### config.mk
export PLATFORM = sky130hd
export DESIGN_NAME = sensor_ascii_frame_formatter
export DESIGN_NICKNAME = d
export VERILOG_FILES = /design/src/design/saff_pkg.sv /design/src/design/sensor_ascii_frame_formatter.sv /design/src/design/saff_cfg.sv /design/src/design/saff_in_buf.sv /design/src/design/saff_digit.sv /design/src/design/saff_emit.sv
export SDC_FILE = /design/constraint.sdc
export NUM_CORES = 1
export LEC_CHECK = 0
export ABC_AREA = 0
export BUFFER_PORTS_ARGS = -buffer_cell sky130_fd_sc_hd__buf_2
export CORE_MARGIN = 1.5
export CORE_UTILIZATION = 50
export DETAILED_ROUTE_END_ITERATION = 10
export PLACE_DENSITY_LB_ADDON = 0.15
export SKIP_CTS_REPAIR_TIMING = 1
export SYNTH_ARGS = -nofsm -noshare
export SYNTH_HDL_FRONTEND = slang
export SYNTH_SLANG_ARGS = --single-unit
### constraint.sdc
create_clock -name clk -period 10.7 [get_ports clk]
set_input_delay 1.07 -clock clk [delete_from_list [all_inputs] [get_ports clk]]
set_output_delay 1.07 -clock clk [all_outputs]
set_load 0.01 [all_outputs]
### src/design/saff_pkg.sv
// Shared types, constants and the frame layout table of the frame formatter.
package saff_pkg;

  // Configuration port
  localparam int CFG_ADDR_W = 3;
  localparam logic REG_NODE_ADDRESS = 1'b0;
  localparam logic [7:0] NODE_ADDR_RESET = 8'd49;

  // Frame bytes
  localparam logic [7:0] BYTE_STX   = 8'h02;
  localparam logic [7:0] BYTE_DC4   = 8'h14;
  localparam logic [7:0] BYTE_COMMA = 8'h2c;
  localparam logic [7:0] BYTE_DOT   = 8'h2e;
  localparam logic [7:0] BYTE_STAR  = 8'h2a;
  localparam logic [7:0] BYTE_ZERO  = 8'h30;

  localparam int FRAME_LEN = 50;
  localparam int POS_W     = 6;

  // Fixed-point digit extraction: the reading times the constant, low FRAC_W
  // bits, is a binary fraction whose decimal digits are the wanted digits.
  localparam int FRAC_W = 40;
  localparam int MUL_W  = 27;
  // ceil(2^40 / 10^4): fraction of v / 10^4, ten-thousands digit wraps away
  localparam logic [MUL_W-1:0] MUL_TENTHS = 27'd109951163;
  // ceil(2^40 / 10^5): fraction of v / 10^5, all five digits
  localparam logic [MUL_W-1:0] MUL_FIVE   = 27'd10995117;

  // One input item, first field in the highest bits
  typedef struct packed {
    logic [15:0] tank_temp;
    logic [15:0] acidity;
    logic [15:0] conductivity;
    logic [15:0] dissolved_oxygen;
    logic [15:0] light_level;
    logic [15:0] air_humidity;
    logic [15:0] ambient_temp;
  } item_t;

  typedef enum logic [2:0] {
    FLD_AMBIENT_TEMP,
    FLD_AIR_HUMIDITY,
    FLD_LIGHT_LEVEL,
    FLD_DISSOLVED_OXYGEN,
    FLD_CONDUCTIVITY,
    FLD_ACIDITY,
    FLD_TANK_TEMP
  } field_t;

  typedef enum logic [1:0] {
    SLOT_LIT,
    SLOT_ADDR,
    SLOT_DIGIT,
    SLOT_SEP
  } slot_kind_t;

  // What one frame position emits
  typedef struct packed {
    slot_kind_t  kind;
    logic [7:0]  lit;
    field_t      field;
    logic        tenths;
    logic        last;
  } slot_t;

  // Control from the frame sequencer to the digit unit
  typedef struct packed {
    logic load;
    logic step;
    logic tenths;
  } digit_ctl_t;

  // Frame layout: a separator beat also loads the digit unit with the next field
  function automatic slot_t slot_of(input logic [POS_W-1:0] pos);
    slot_t s;
    s.kind   = SLOT_LIT;
    s.lit    = BYTE_STX;
    s.field  = FLD_AMBIENT_TEMP;
    s.tenths = 1'b0;
    s.last   = 1'b0;
    case (pos)
      6'd0, 6'd1: s.lit = BYTE_STX;
      6'd2:       s.lit = BYTE_DC4;
      6'd3:       s.kind = SLOT_ADDR;
      6'd4: begin
        s.kind = SLOT_SEP; s.field = FLD_AMBIENT_TEMP; s.tenths = 1'b1;
      end
      6'd10: begin
        s.kind = SLOT_SEP; s.field = FLD_AIR_HUMIDITY; s.tenths = 1'b1;
      end
      6'd16: begin
        s.kind = SLOT_SEP; s.field = FLD_LIGHT_LEVEL;
      end
      6'd22: begin
        s.kind = SLOT_SEP; s.field = FLD_DISSOLVED_OXYGEN;
      end
      6'd29: begin
        s.kind = SLOT_SEP; s.field = FLD_CONDUCTIVITY;
      end
      6'd36: begin
        s.kind = SLOT_SEP; s.field = FLD_ACIDITY;
      end
      6'd43: begin
        s.kind = SLOT_SEP; s.field = FLD_TANK_TEMP; s.tenths = 1'b1;
      end
      6'd8, 6'd14, 6'd25, 6'd32, 6'd39, 6'd47: s.lit = BYTE_DOT;
      6'd5, 6'd6, 6'd7, 6'd9,
      6'd11, 6'd12, 6'd13, 6'd15,
      6'd17, 6'd18, 6'd19, 6'd20, 6'd21,
      6'd23, 6'd24, 6'd26, 6'd27, 6'd28,
      6'd30, 6'd31, 6'd33, 6'd34, 6'd35,
      6'd37, 6'd38, 6'd40, 6'd41, 6'd42,
      6'd44, 6'd45, 6'd46, 6'd48: s.kind = SLOT_DIGIT;
      6'd49: begin
        s.lit  = BYTE_STAR;
        s.last = 1'b1;
      end
      default: begin
        s.lit  = BYTE_STAR;
        s.last = 1'b1;
      end
    endcase
    return s;
  endfunction

endpackage

### src/design/sensor_ascii_frame_formatter.sv
// Top level of the sensor ASCII telemetry frame formatter.
// Each accepted reading set becomes one 50-byte ASCII frame on the output stream, one byte
// per beat, with tlast on the closing '*'. A reading set passes the input register and the
// sequencer's item register before its first byte leaves the output register. A one-entry
// input register takes the next reading set while the current frame is being sent, so with
// m_tready held high frames follow one another with no gap, paced by the byte-wide output channel.
// The node address register (byte address 0, reset value 0x31) should be written only
// while no frame is pending.
module sensor_ascii_frame_formatter import saff_pkg::*; (
  input  logic                  clk,
  input  logic                  rst,
  // ambient_temp, air_humidity, light_level, dissolved_oxygen, conductivity, acidity,
  // tank_temp: 16 bits each, from bit 0 up
  input  logic                  s_tvalid,
  output logic                  s_tready,
  input  logic [111:0]          s_tdata,
  // frame_byte
  output logic                  m_tvalid,
  input  logic                  m_tready,
  output logic [7:0]            m_tdata,
  output logic                  m_tlast,
  input  logic                  psel,
  input  logic                  penable,
  input  logic                  pwrite,
  input  logic [CFG_ADDR_W-1:0] paddr,
  input  logic [31:0]           pwdata,
  output logic [31:0]           prdata,
  output logic                  pready
);

  logic [7:0] node_address;
  item_t      item;
  logic       item_valid;
  logic       item_take;

  saff_cfg u_cfg (
    .clk          (clk),
    .rst          (rst),
    .psel         (psel),
    .penable      (penable),
    .pwrite       (pwrite),
    .paddr        (paddr),
    .pwdata       (pwdata),
    .prdata       (prdata),
    .pready       (pready),
    .node_address (node_address)
  );

  saff_in_buf u_in_buf (
    .clk        (clk),
    .rst        (rst),
    .s_tvalid   (s_tvalid),
    .s_tready   (s_tready),
    .s_tdata    (s_tdata),
    .item       (item),
    .item_valid (item_valid),
    .item_take  (item_take)
  );

  saff_emit u_emit (
    .clk          (clk),
    .rst          (rst),
    .node_address (node_address),
    .item         (item),
    .item_valid   (item_valid),
    .item_take    (item_take),
    .m_tvalid     (m_tvalid),
    .m_tready     (m_tready),
    .m_tdata      (m_tdata),
    .m_tlast      (m_tlast)
  );

endmodule

### src/design/saff_cfg.sv
// Configuration register file: node address behind an APB-style port.
module saff_cfg import saff_pkg::*; (
  input  logic                  clk,
  input  logic                  rst,
  input  logic                  psel,
  input  logic                  penable,
  input  logic                  pwrite,
  input  logic [CFG_ADDR_W-1:0] paddr,
  input  logic [31:0]           pwdata,
  output logic [31:0]           prdata,
  output logic                  pready,
  output logic [7:0]            node_address
);

  logic wr_en;

  assign pready = 1'b1;
  assign wr_en  = psel && penable && pwrite && pready;

  // Write the node address on the access beat
  always_ff @(posedge clk) begin
    if (rst) begin
      node_address <= NODE_ADDR_RESET;
    end else if (wr_en && paddr[2] == REG_NODE_ADDRESS) begin
      node_address <= pwdata[7:0];
    end
  end

  // Read back
  always_comb begin
    if (paddr[2] == REG_NODE_ADDRESS) begin
      prdata = {24'd0, node_address};
    end else begin
      prdata = '0;
    end
  end

endmodule

### src/design/saff_in_buf.sv
// Input register: holds one reading set until the frame sequencer takes it.
module saff_in_buf import saff_pkg::*; (
  input  logic         clk,
  input  logic         rst,
  input  logic         s_tvalid,
  output logic         s_tready,
  input  logic [111:0] s_tdata,
  output item_t        item,
  output logic         item_valid,
  input  logic         item_take
);

  logic pend_valid;

  assign s_tready   = !pend_valid;
  assign item_valid = pend_valid;

  // Track occupancy
  always_ff @(posedge clk) begin
    if (rst) begin
      pend_valid <= 1'b0;
    end else if (s_tvalid && s_tready) begin
      pend_valid <= 1'b1;
    end else if (item_take) begin
      pend_valid <= 1'b0;
    end
  end

  // Capture the beat
  always_ff @(posedge clk) begin
    if (s_tvalid && s_tready) begin
      item <= item_t'(s_tdata);
    end
  end

endmodule

### src/design/saff_digit.sv
// Digit unit: scales a reading to a binary fraction, then yields one decimal digit per step.
module saff_digit import saff_pkg::*; (
  input  logic        clk,
  input  digit_ctl_t  ctl,
  input  logic [15:0] value,
  output logic [3:0]  digit
);

  localparam int PROD_W = 16 + MUL_W;

  logic [MUL_W-1:0]  mult;
  logic [PROD_W-1:0] prod;
  logic [FRAC_W-1:0] frac;
  logic [FRAC_W+3:0] times10;

  // Scale the reading: tenths fields keep only the low four digits
  assign mult = ctl.tenths ? MUL_TENTHS : MUL_FIVE;
  assign prod = {{MUL_W{1'b0}}, value} * {16'd0, mult};

  // Multiply by ten with shift and add; the integer part is the next digit
  assign times10 = ({4'd0, frac} << 3) + ({4'd0, frac} << 1);
  assign digit   = times10[FRAC_W+3:FRAC_W];

  // Load a new field or drop the digit just emitted
  always_ff @(posedge clk) begin
    if (ctl.load) begin
      frac <= prod[FRAC_W-1:0];
    end else if (ctl.step) begin
      frac <= times10[FRAC_W-1:0];
    end
  end

endmodule

### src/design/saff_emit.sv
// Frame sequencer: walks the 50 frame positions and drives the output register.
module saff_emit import saff_pkg::*; (
  input  logic       clk,
  input  logic       rst,
  input  logic [7:0] node_address,
  input  item_t      item,
  input  logic       item_valid,
  output logic       item_take,
  output logic       m_tvalid,
  input  logic       m_tready,
  output logic [7:0] m_tdata,
  output logic       m_tlast
);

  logic [POS_W-1:0] cnt;
  logic             busy;
  item_t            cur;
  slot_t            slot;
  logic             adv;
  logic             last_adv;
  logic [7:0]       byte_next;
  logic [15:0]      value;
  logic [3:0]       digit;
  digit_ctl_t       dctl;

  saff_digit u_digit (
    .clk   (clk),
    .ctl   (dctl),
    .value (value),
    .digit (digit)
  );

  // Decode the current position and pick its byte
  always_comb begin
    slot      = slot_of(cnt);
    adv       = busy && (!m_tvalid || m_tready);
    last_adv  = adv && slot.last;
    item_take = item_valid && (!busy || last_adv);

    case (slot.kind)
      SLOT_LIT:   byte_next = slot.lit;
      SLOT_ADDR:  byte_next = node_address;
      SLOT_DIGIT: byte_next = BYTE_ZERO | {4'd0, digit};
      SLOT_SEP:   byte_next = BYTE_COMMA;
      default:    byte_next = slot.lit;
    endcase

    case (slot.field)
      FLD_AMBIENT_TEMP:     value = cur.ambient_temp;
      FLD_AIR_HUMIDITY:     value = cur.air_humidity;
      FLD_LIGHT_LEVEL:      value = cur.light_level;
      FLD_DISSOLVED_OXYGEN: value = cur.dissolved_oxygen;
      FLD_CONDUCTIVITY:     value = cur.conductivity;
      FLD_ACIDITY:          value = cur.acidity;
      FLD_TANK_TEMP:        value = cur.tank_temp;
      default:              value = cur.ambient_temp;
    endcase

    dctl.load   = adv && slot.kind == SLOT_SEP;
    dctl.step   = adv && slot.kind == SLOT_DIGIT;
    dctl.tenths = slot.tenths;
  end

  // Advance through the frame, restarting at once when another item waits
  always_ff @(posedge clk) begin
    if (rst) begin
      busy <= 1'b0;
      cnt  <= '0;
    end else if (item_take) begin
      busy <= 1'b1;
      cnt  <= '0;
    end else if (last_adv) begin
      busy <= 1'b0;
    end else if (adv) begin
      cnt <= cnt + POS_W'(1);
    end
  end

  // Output beat valid
  always_ff @(posedge clk) begin
    if (rst) begin
      m_tvalid <= 1'b0;
    end else if (adv) begin
      m_tvalid <= 1'b1;
    end else if (m_tready) begin
      m_tvalid <= 1'b0;
    end
  end

  // Payload registers
  always_ff @(posedge clk) begin
    if (item_take) begin
      cur <= item;
    end
    if (adv) begin
      m_tdata <= byte_next;
      m_tlast <= slot.last;
    end
  end

endmodule

==> results.md, run 1 <==
* Fill count at 3961
* Area of the placeable core at 0.04538 mm2
* Portion of total power attributed to sequential cells at 19.1%
* Avg WL per Cell at 17.91 um
* Post-route clock period utilization at 92.01%
* Synthesized area per cell at 11.44 um2
* Post-Layout Inst Area at 0.02532 mm2
* Post-placement cell count at around 2700
* DP Worst Slack at 0.7848 ns
* Antenna violations before repair at 0
* Synth Cell Area at 0.02297 mm2
* Overall power at 6.972 mW
* Total routing resource utilization after global routing at 21.94%
* Switching power total at roughly 3.1 mW
* Number of DRC markers in iteration 0 at 770
* Total power density per cell area at 275.3 mW/mm2
* Critical path launch point type: flip-flop
* Skew-Pair Late Insertion Delay at 0.59 ns
* Register bit total from synthesis at 290
* Via density per instance at 5.160
* Cell seen most often among critical-path stages: sky130_fd_sc_hd__inv_1
* Die Area at 0.04723 mm2
* Max transition margin at 26.05%
* Arrival time reported for the critical path endpoint at 10.16 ns
* Unrepaired setup endpoints after global routing: false
* Share of flip-flops with an asynchronous set or reset after synthesis at 0%
* Fraction of final layout cells with drive strength greater than 1 at 12.20%
* CTS Root Buffer Type: sky130_fd_sc_hd__clkbuf_16
* DIE HEIGHT at about 220 um
* Vias in the first global route at approximately 15000
* Remaining antenna violation count at 0
* Clk network pwr share at 14.5%
* Highest net fanout along the worst path at 25
* Number of I/O pins at 198
* Number of nets in the final layout at 2778
* Slew @ Worst Pin at 1.107 ns
* Hold Violations, Final at 0
* Total vias in the final route at 14390
* WP data required at ~11 ns
* Instance area at placement at 0.02436 mm2
* Final critical delay including setup and external delays at between 9 and 10 ns
* Max-cap violation count at 0
* Sink Count at 290
* Site row count at 78
* Cell with the largest stage delay on the worst path: sky130_fd_sc_hd__or3_2
* Clock tree from TritonCTS: done
* Share of the yosys chip area belonging to registers at approximately 37%
* Clock buffers created by TritonCTS at 29
* Number of distinct library cells after synthesis at 81
* Leak Pwr at 11.68 nW
* Most instantiated flip-flop cell in the synthesis netlist: sky130_fd_sc_hd__edfxtp_1
* Commonest cells after routing, fill and taps aside: sky130_fd_sc_hd__inv_1 (403), sky130_fd_sc_hd__edfxtp_1 (273), sky130_fd_sc_hd__fa_1 (242)
* Kind of path behind the tightest hold check: flip-flop to flip-flop
* DP HPWL at 40740 um
* VDD IR-drop max at 0.2557 mV
* Biggest cell delay along the critical path at 0.84 ns
* Part of the total power dissipated in combinational logic at 66.4%
* Area added between synthesis and finish at 10.26%
* Number of buffers inserted by port buffering at 146
* Number of inserted diodes at 0
* Number of DRC violations after detailed routing at 0
* Number of enable flip-flop cells after synthesis at 273
* Final Routed Wirelength at 49950 um
* Number of setup violations in the final report at 0
* Synth Instances at 2008
* Global-route wire length before repair at 80390 um
* Maximum buffer depth of the clock tree at 3
* Category of the worst setup path capture point: flip-flop
* Layout Skew at 0.02824 ns
* First-pass iteration count of the detailed router at 5
* Most frequent standard cell in the layout excluding fill and tap cells: sky130_fd_sc_hd__inv_1
* Global route overflow at 0
* Maximum level of the CTS H-tree at 1
* Type of the worst setup path: flip-flop to flip-flop
* Width of the die at 217.3 um
* Net Sw Frac at 44.28%
* Result of the run: complete, no violations
* Starting Density at 50.61%
* Final Max Tran Viols at 0
* Global placement routability congestion at ~0.94
* Post-Route Setup TNS at 0 ns
* Pin count of the biggest net entering global routing at 82
* Maximum clock frequency at 0.1016 GHz
* Clock transition at the register clock pins on the worst setup and hold paths after CTS at 0.06 ns
* Number of warning messages in the yosys log at 0
* Final worst slack at 0.8551 ns
* Power Internal at 3.885 mW
* Post-Layout Cell Count at 2788
==> worst max-delay path, delay by kind of cell, from the launching register on <==
kind            cells  cell delay [ns]
fa+ha+maj           8             3.63
simple gates        8             2.82
compound gates      5             1.51
buf+inv             8             0.90
flops               1             0.42
xor+xnor            1             0.16
mux                 1             0.08
==> kinds of logic (layout without fill, tap and decap cells) <==
logic type | count (synthesis) | in the layout | share of synthesized area [%]
multiplexers | 14 | 14 | 0.6428
flip-flops | 290 | 290 | 37.17
adder cells (fa/ha/maj) | 459 | 459 | 32.91
other | 2 | 31 | 0.03270
buffers and inverters | 490 | 641 | 8.662
XOR/XNOR | 83 | 83 | 3.165
AO/OA/AOI/OAI | 337 | 337 | 10.45
AND/OR/NAND/NOR | 333 | 333 | 6.956
==> path summary, 6_finish.rpt <==
path	start	to	slack, ns	cells after the start
hold reg to reg	u_in_buf.item[50]	u_emit.cur[50]	0.42	0
setup / recovery	u_emit.cnt[0]	u_emit.u_digit.frac[38]	0.86	31
setup reg to reg	u_emit.cnt[0]	u_emit.u_digit.frac[38]	0.86	31
hold / removal	u_in_buf.item[50]	u_emit.cur[50]	0.42	0
==> stage by stage <==
stage	utilization [%]	hold WS, ns
detailed placement	53.69	0.4045
CTS	55.80	0.4162
finish	55.80	0.4163
global route	55.80	0.4236
floorplan	-	0.4003
global placement	53.69	0.4013
==> power by group through the flow <==
stage | registers, mW | logic [mW] | clock network, mW
after floorplan | 1.36 | 3.51 | 0
after global placement | 1.36 | 4.56 | 0
after detailed placement | 1.36 | 4.61 | 0
after CTS | 1.34 | 4.64 | 1.04
after global routing | 1.34 | 5.32 | 1.08
final | 1.33 | 4.63 | 1.01
==> routing by layer <==
layer / share of wire [%] / track usage [%]
met1: 46 / 30.47
met2: 47 / 36.68
met3: 5.3 / 3.284
met4: 1.6 / 4.514
met5: 0 / 0
==> flip-flops by register name (all words and copies together) (netlist names) <==
signal               count
u_in_buf.item          112
u_emit.cnt               6
u_emit.u_digit.frac     40
u_emit.busy              1
u_emit.m_tlast           1
u_in_buf.item_valid      1
u_emit.m_tdata           8
u_cfg.node_address       8
u_emit.m_tvalid          1
u_emit.cur             112
==> final cells by class <==
type	instances	area, um2	area share [%]
multi-input combinational	1257	12590	49.70
timing repair buffer	173	933.4	3.686
clock inverter	18	209.0	0.8251
clock buffer	36	752.0	2.969
sequential	290	8538	33.72
inverter	414	1554	6.136
tap	600	750.7	2.964
==> Yosys cell counts, types with 19 or more instances <==
master / count / area, um2
sky130_fd_sc_hd__a21o_1: 44 / 330.3
sky130_fd_sc_hd__fa_1: 242 / 4845
sky130_fd_sc_hd__buf_4: 29 / 217.7
sky130_fd_sc_hd__a22oi_1: 31 / 232.7
sky130_fd_sc_hd__a21oi_1: 67 / 335.3
sky130_fd_sc_hd__nor2b_1: 24 / 150.1
sky130_fd_sc_hd__nor2_1: 90 / 337.8
sky130_fd_sc_hd__and3_1: 19 / 118.9
sky130_fd_sc_hd__inv_1: 403 / 1513
sky130_fd_sc_hd__edfxtp_1: 273 / 8198
sky130_fd_sc_hd__clkbuf_1: 32 / 120.1
sky130_fd_sc_hd__xor2_1: 36 / 315.3
sky130_fd_sc_hd__ha_1: 217 / 2715
sky130_fd_sc_hd__o21ai_0: 52 / 260.3
sky130_fd_sc_hd__nand2_1: 110 / 412.9
sky130_fd_sc_hd__xnor2_1: 47 / 411.6
Note: power is estimated with default switching activity, not from simulation.
==> run 2: changes to the inputs <==
--- a/config.mk
+++ b/config.mk
@@ -11,6 +11,7 @@
 export CORE_UTILIZATION = 50
 export DETAILED_ROUTE_END_ITERATION = 10
 export PLACE_DENSITY_LB_ADDON = 0.15
+export REMOVE_ABC_BUFFERS = 1
 export SKIP_CTS_REPAIR_TIMING = 1
 export SYNTH_ARGS = -nofsm -noshare
 export SYNTH_HDL_FRONTEND = slang
==> results.md, run 2 (synthesis gave the netlist of run 1 again) <==
* Result of the run: complete, no violations
* Total vias in the final route at 14480 (+0.66%)
* Final worst slack at 1.197 ns (+0.3420 ns)
* Post-Layout Cell Count at 2797 (+0.32%)
* Final critical delay including setup and external delays at 9.503 ns (-0.3420 ns)
* Number of nets in the final layout at 2788 (+0.36%)
* Arrival time reported for the critical path endpoint at 9.80 ns (-0.36 ns)
* VDD IR-drop max at 0.2498 mV (-2.3%)
* DP Worst Slack at 1.184 ns (+0.3994 ns)
* Area added between synthesis and finish at 10.44%
* Multi-input gate area in the final layout at 0.01259 mm2 (unchanged)
* Critical path launch point type: flip-flop
* Cell with the largest stage delay on the worst path: sky130_fd_sc_hd__or3_2
* Die Area at 0.04723 mm2 (unchanged)
* Number of setup violations in the final report at 0 (unchanged)
* Unrepaired setup endpoints after global routing: false
* Pin count of the biggest net entering global routing at 84 (+2.4%)
* Number of I/O pins at 198 (unchanged)
* Vias in the first global route at 14840 (-2.6%)
* Area occupied by registers at 0.008538 mm2 (unchanged)
* Category of the worst setup path capture point: flip-flop
* Fill count at 3892 (-1.7%)
* Post-route clock period utilization at 88.81% (-3.2 points)
* Clock tree from TritonCTS: done
* Slew @ Worst Pin at 1.072 ns (-0.03520 ns)
* Area of the placeable core at 0.04538 mm2 (unchanged)
* Max transition margin at 28.40% (+2.4 points)
* Final Routed Wirelength at 48680 um (-2.5%)
* Fraction of final layout cells with drive strength greater than 1 at 12.47% (+0.27 points)
* Layout Skew at 0.01308 ns (-0.01516 ns)
* Total routing resource utilization after global routing at 21.14% (-0.80 points)
* DP HPWL at 39700 um (-2.6%)
* Register-to-register setup slack at 1.20 ns (+0.34 ns)
* Remaining antenna violation count at 0 (unchanged)
* Global placement routability congestion at 0.9599 (+2.3%)
* Post-Route Setup TNS at 0 ns (unchanged)
* Clock transition at the register clock pins on the worst setup and hold paths after CTS at 0.06 ns (about the same)
* Skew-Pair Late Insertion Delay at 0.57 ns (-0.02 ns)
* Avg WL per Cell at 17.40 um (-2.9%)
* Max-cap violation count at 0 (unchanged)
* Site row count at 78 (unchanged)
* Number of buffers inserted by port buffering at 146 (unchanged)
* Commonest cells after routing, fill and taps aside: sky130_fd_sc_hd__inv_1 (403), sky130_fd_sc_hd__edfxtp_1 (273), sky130_fd_sc_hd__fa_1 (242)
* Maximum buffer depth of the clock tree at 3 (unchanged)
* First-pass iteration count of the detailed router at 5 (unchanged)
* Type of the worst setup path: flip-flop to flip-flop
* Via density per instance at 5.177 (+0.34%)
* Biggest cell delay along the critical path at 0.85 ns (about the same)
* Cell seen most often among critical-path stages: sky130_fd_sc_hd__inv_1
* Total power density per cell area at 276.7 mW/mm2 (+0.50%)
* Post-placement cell count at 2745 (+0.40%)
* Width of the die at 217.3 um (unchanged)
* Regs by FF count: u_emit.cur x112, u_in_buf.item x112, u_emit.u_digit.frac x40
* Starting Density at 50.61% (unchanged)
* Sink Count at 290 (unchanged)
* Maximum clock frequency at 0.1052 GHz (+3.6%)
* DIE HEIGHT at 217.3 um (unchanged)
* CTS Root Buffer Type: sky130_fd_sc_hd__clkbuf_16
* Global-route wire length before repair at 77890 um (-3.1%)
* Number of DRC markers in iteration 0 at 755 (-1.9%)
* Kind of path behind the tightest hold check: flip-flop to flip-flop
* WP data required at 10.99 ns (-0.03 ns)
* Final Max Tran Viols at 0 (unchanged)
* Number of inserted diodes at 0 (unchanged)
* Hold slack at 0.4132 ns (-0.003124 ns)
* Most frequent standard cell in the layout excluding fill and tap cells: sky130_fd_sc_hd__inv_1
* Leak Pwr at 11.71 nW (+0.23%)
* Highest net fanout along the worst path at 28 (+12%)
* Maximum level of the CTS H-tree at 1 (unchanged)
* Antenna violations before repair at 0 (unchanged)
* Number of DRC violations after detailed routing at 0 (unchanged)
* Global route overflow at 0 (unchanged)
* Hold Violations, Final at 0 (unchanged)
* Clock buffers created by TritonCTS at 28 (-3.4%)
run 2: metrics by stage:
step	utilization (%)	total power, mW	area, um2
after floorplan	-	4.859	22640
after detailed placement	53.87	6.013	24450
after global routing	55.90	7.689	25370
after CTS	55.90	7.022	25370
final	55.90	7.018	25370
after global placement	53.87	5.943	24450
run 2: worst paths after layout:
path,end,start,cells after the start
max,u_emit.u_digit.frac[27],u_emit.cnt[0],30
min,u_emit.cur[44],u_in_buf.item[44],0
min reg2reg,u_emit.cur[44],u_in_buf.item[44],0
max reg2reg,u_emit.u_digit.frac[27],u_emit.cnt[0],30
run 2: metal layers:
metal	wire [um]	track usage, %	part of all wire, %
met1	21970	29.05	45
met2	23160	35.34	48
met3	2286	2.711	4.7
met4	1270	5.903	2.6
met5	0	0	0
run 2: cell type report:
class                   instances  share of cell area [%]
multi-input cells            1257                   49.62
clock buffers                  35                   2.950
inverters                     414                   6.126
repair buffers                184                   4.005
clock inverters                17                  0.6807
well taps                     600                   2.959
flip-flops and latches        290                   33.66
run 2: worst max-delay path, delay by kind of cell, from the launching register on:
kind / cells / cell delay (ns)
adders and majority gates: 8 / 3.67
buffers and inverters: 7 / 0.85
AOI/OAI and AO/OA: 7 / 1.88
and+or+nand+nor: 7 / 2.23
xor gates and xnor gates: 1 / 0.15
DFF: 1 / 0.42
run 2: power breakdown:
group	internal [mW]	switching (mW)	total, mW
clock network	0.569	0.406	0.975
registers	1.32	0.0166	1.33
logic	2.01	2.69	4.71
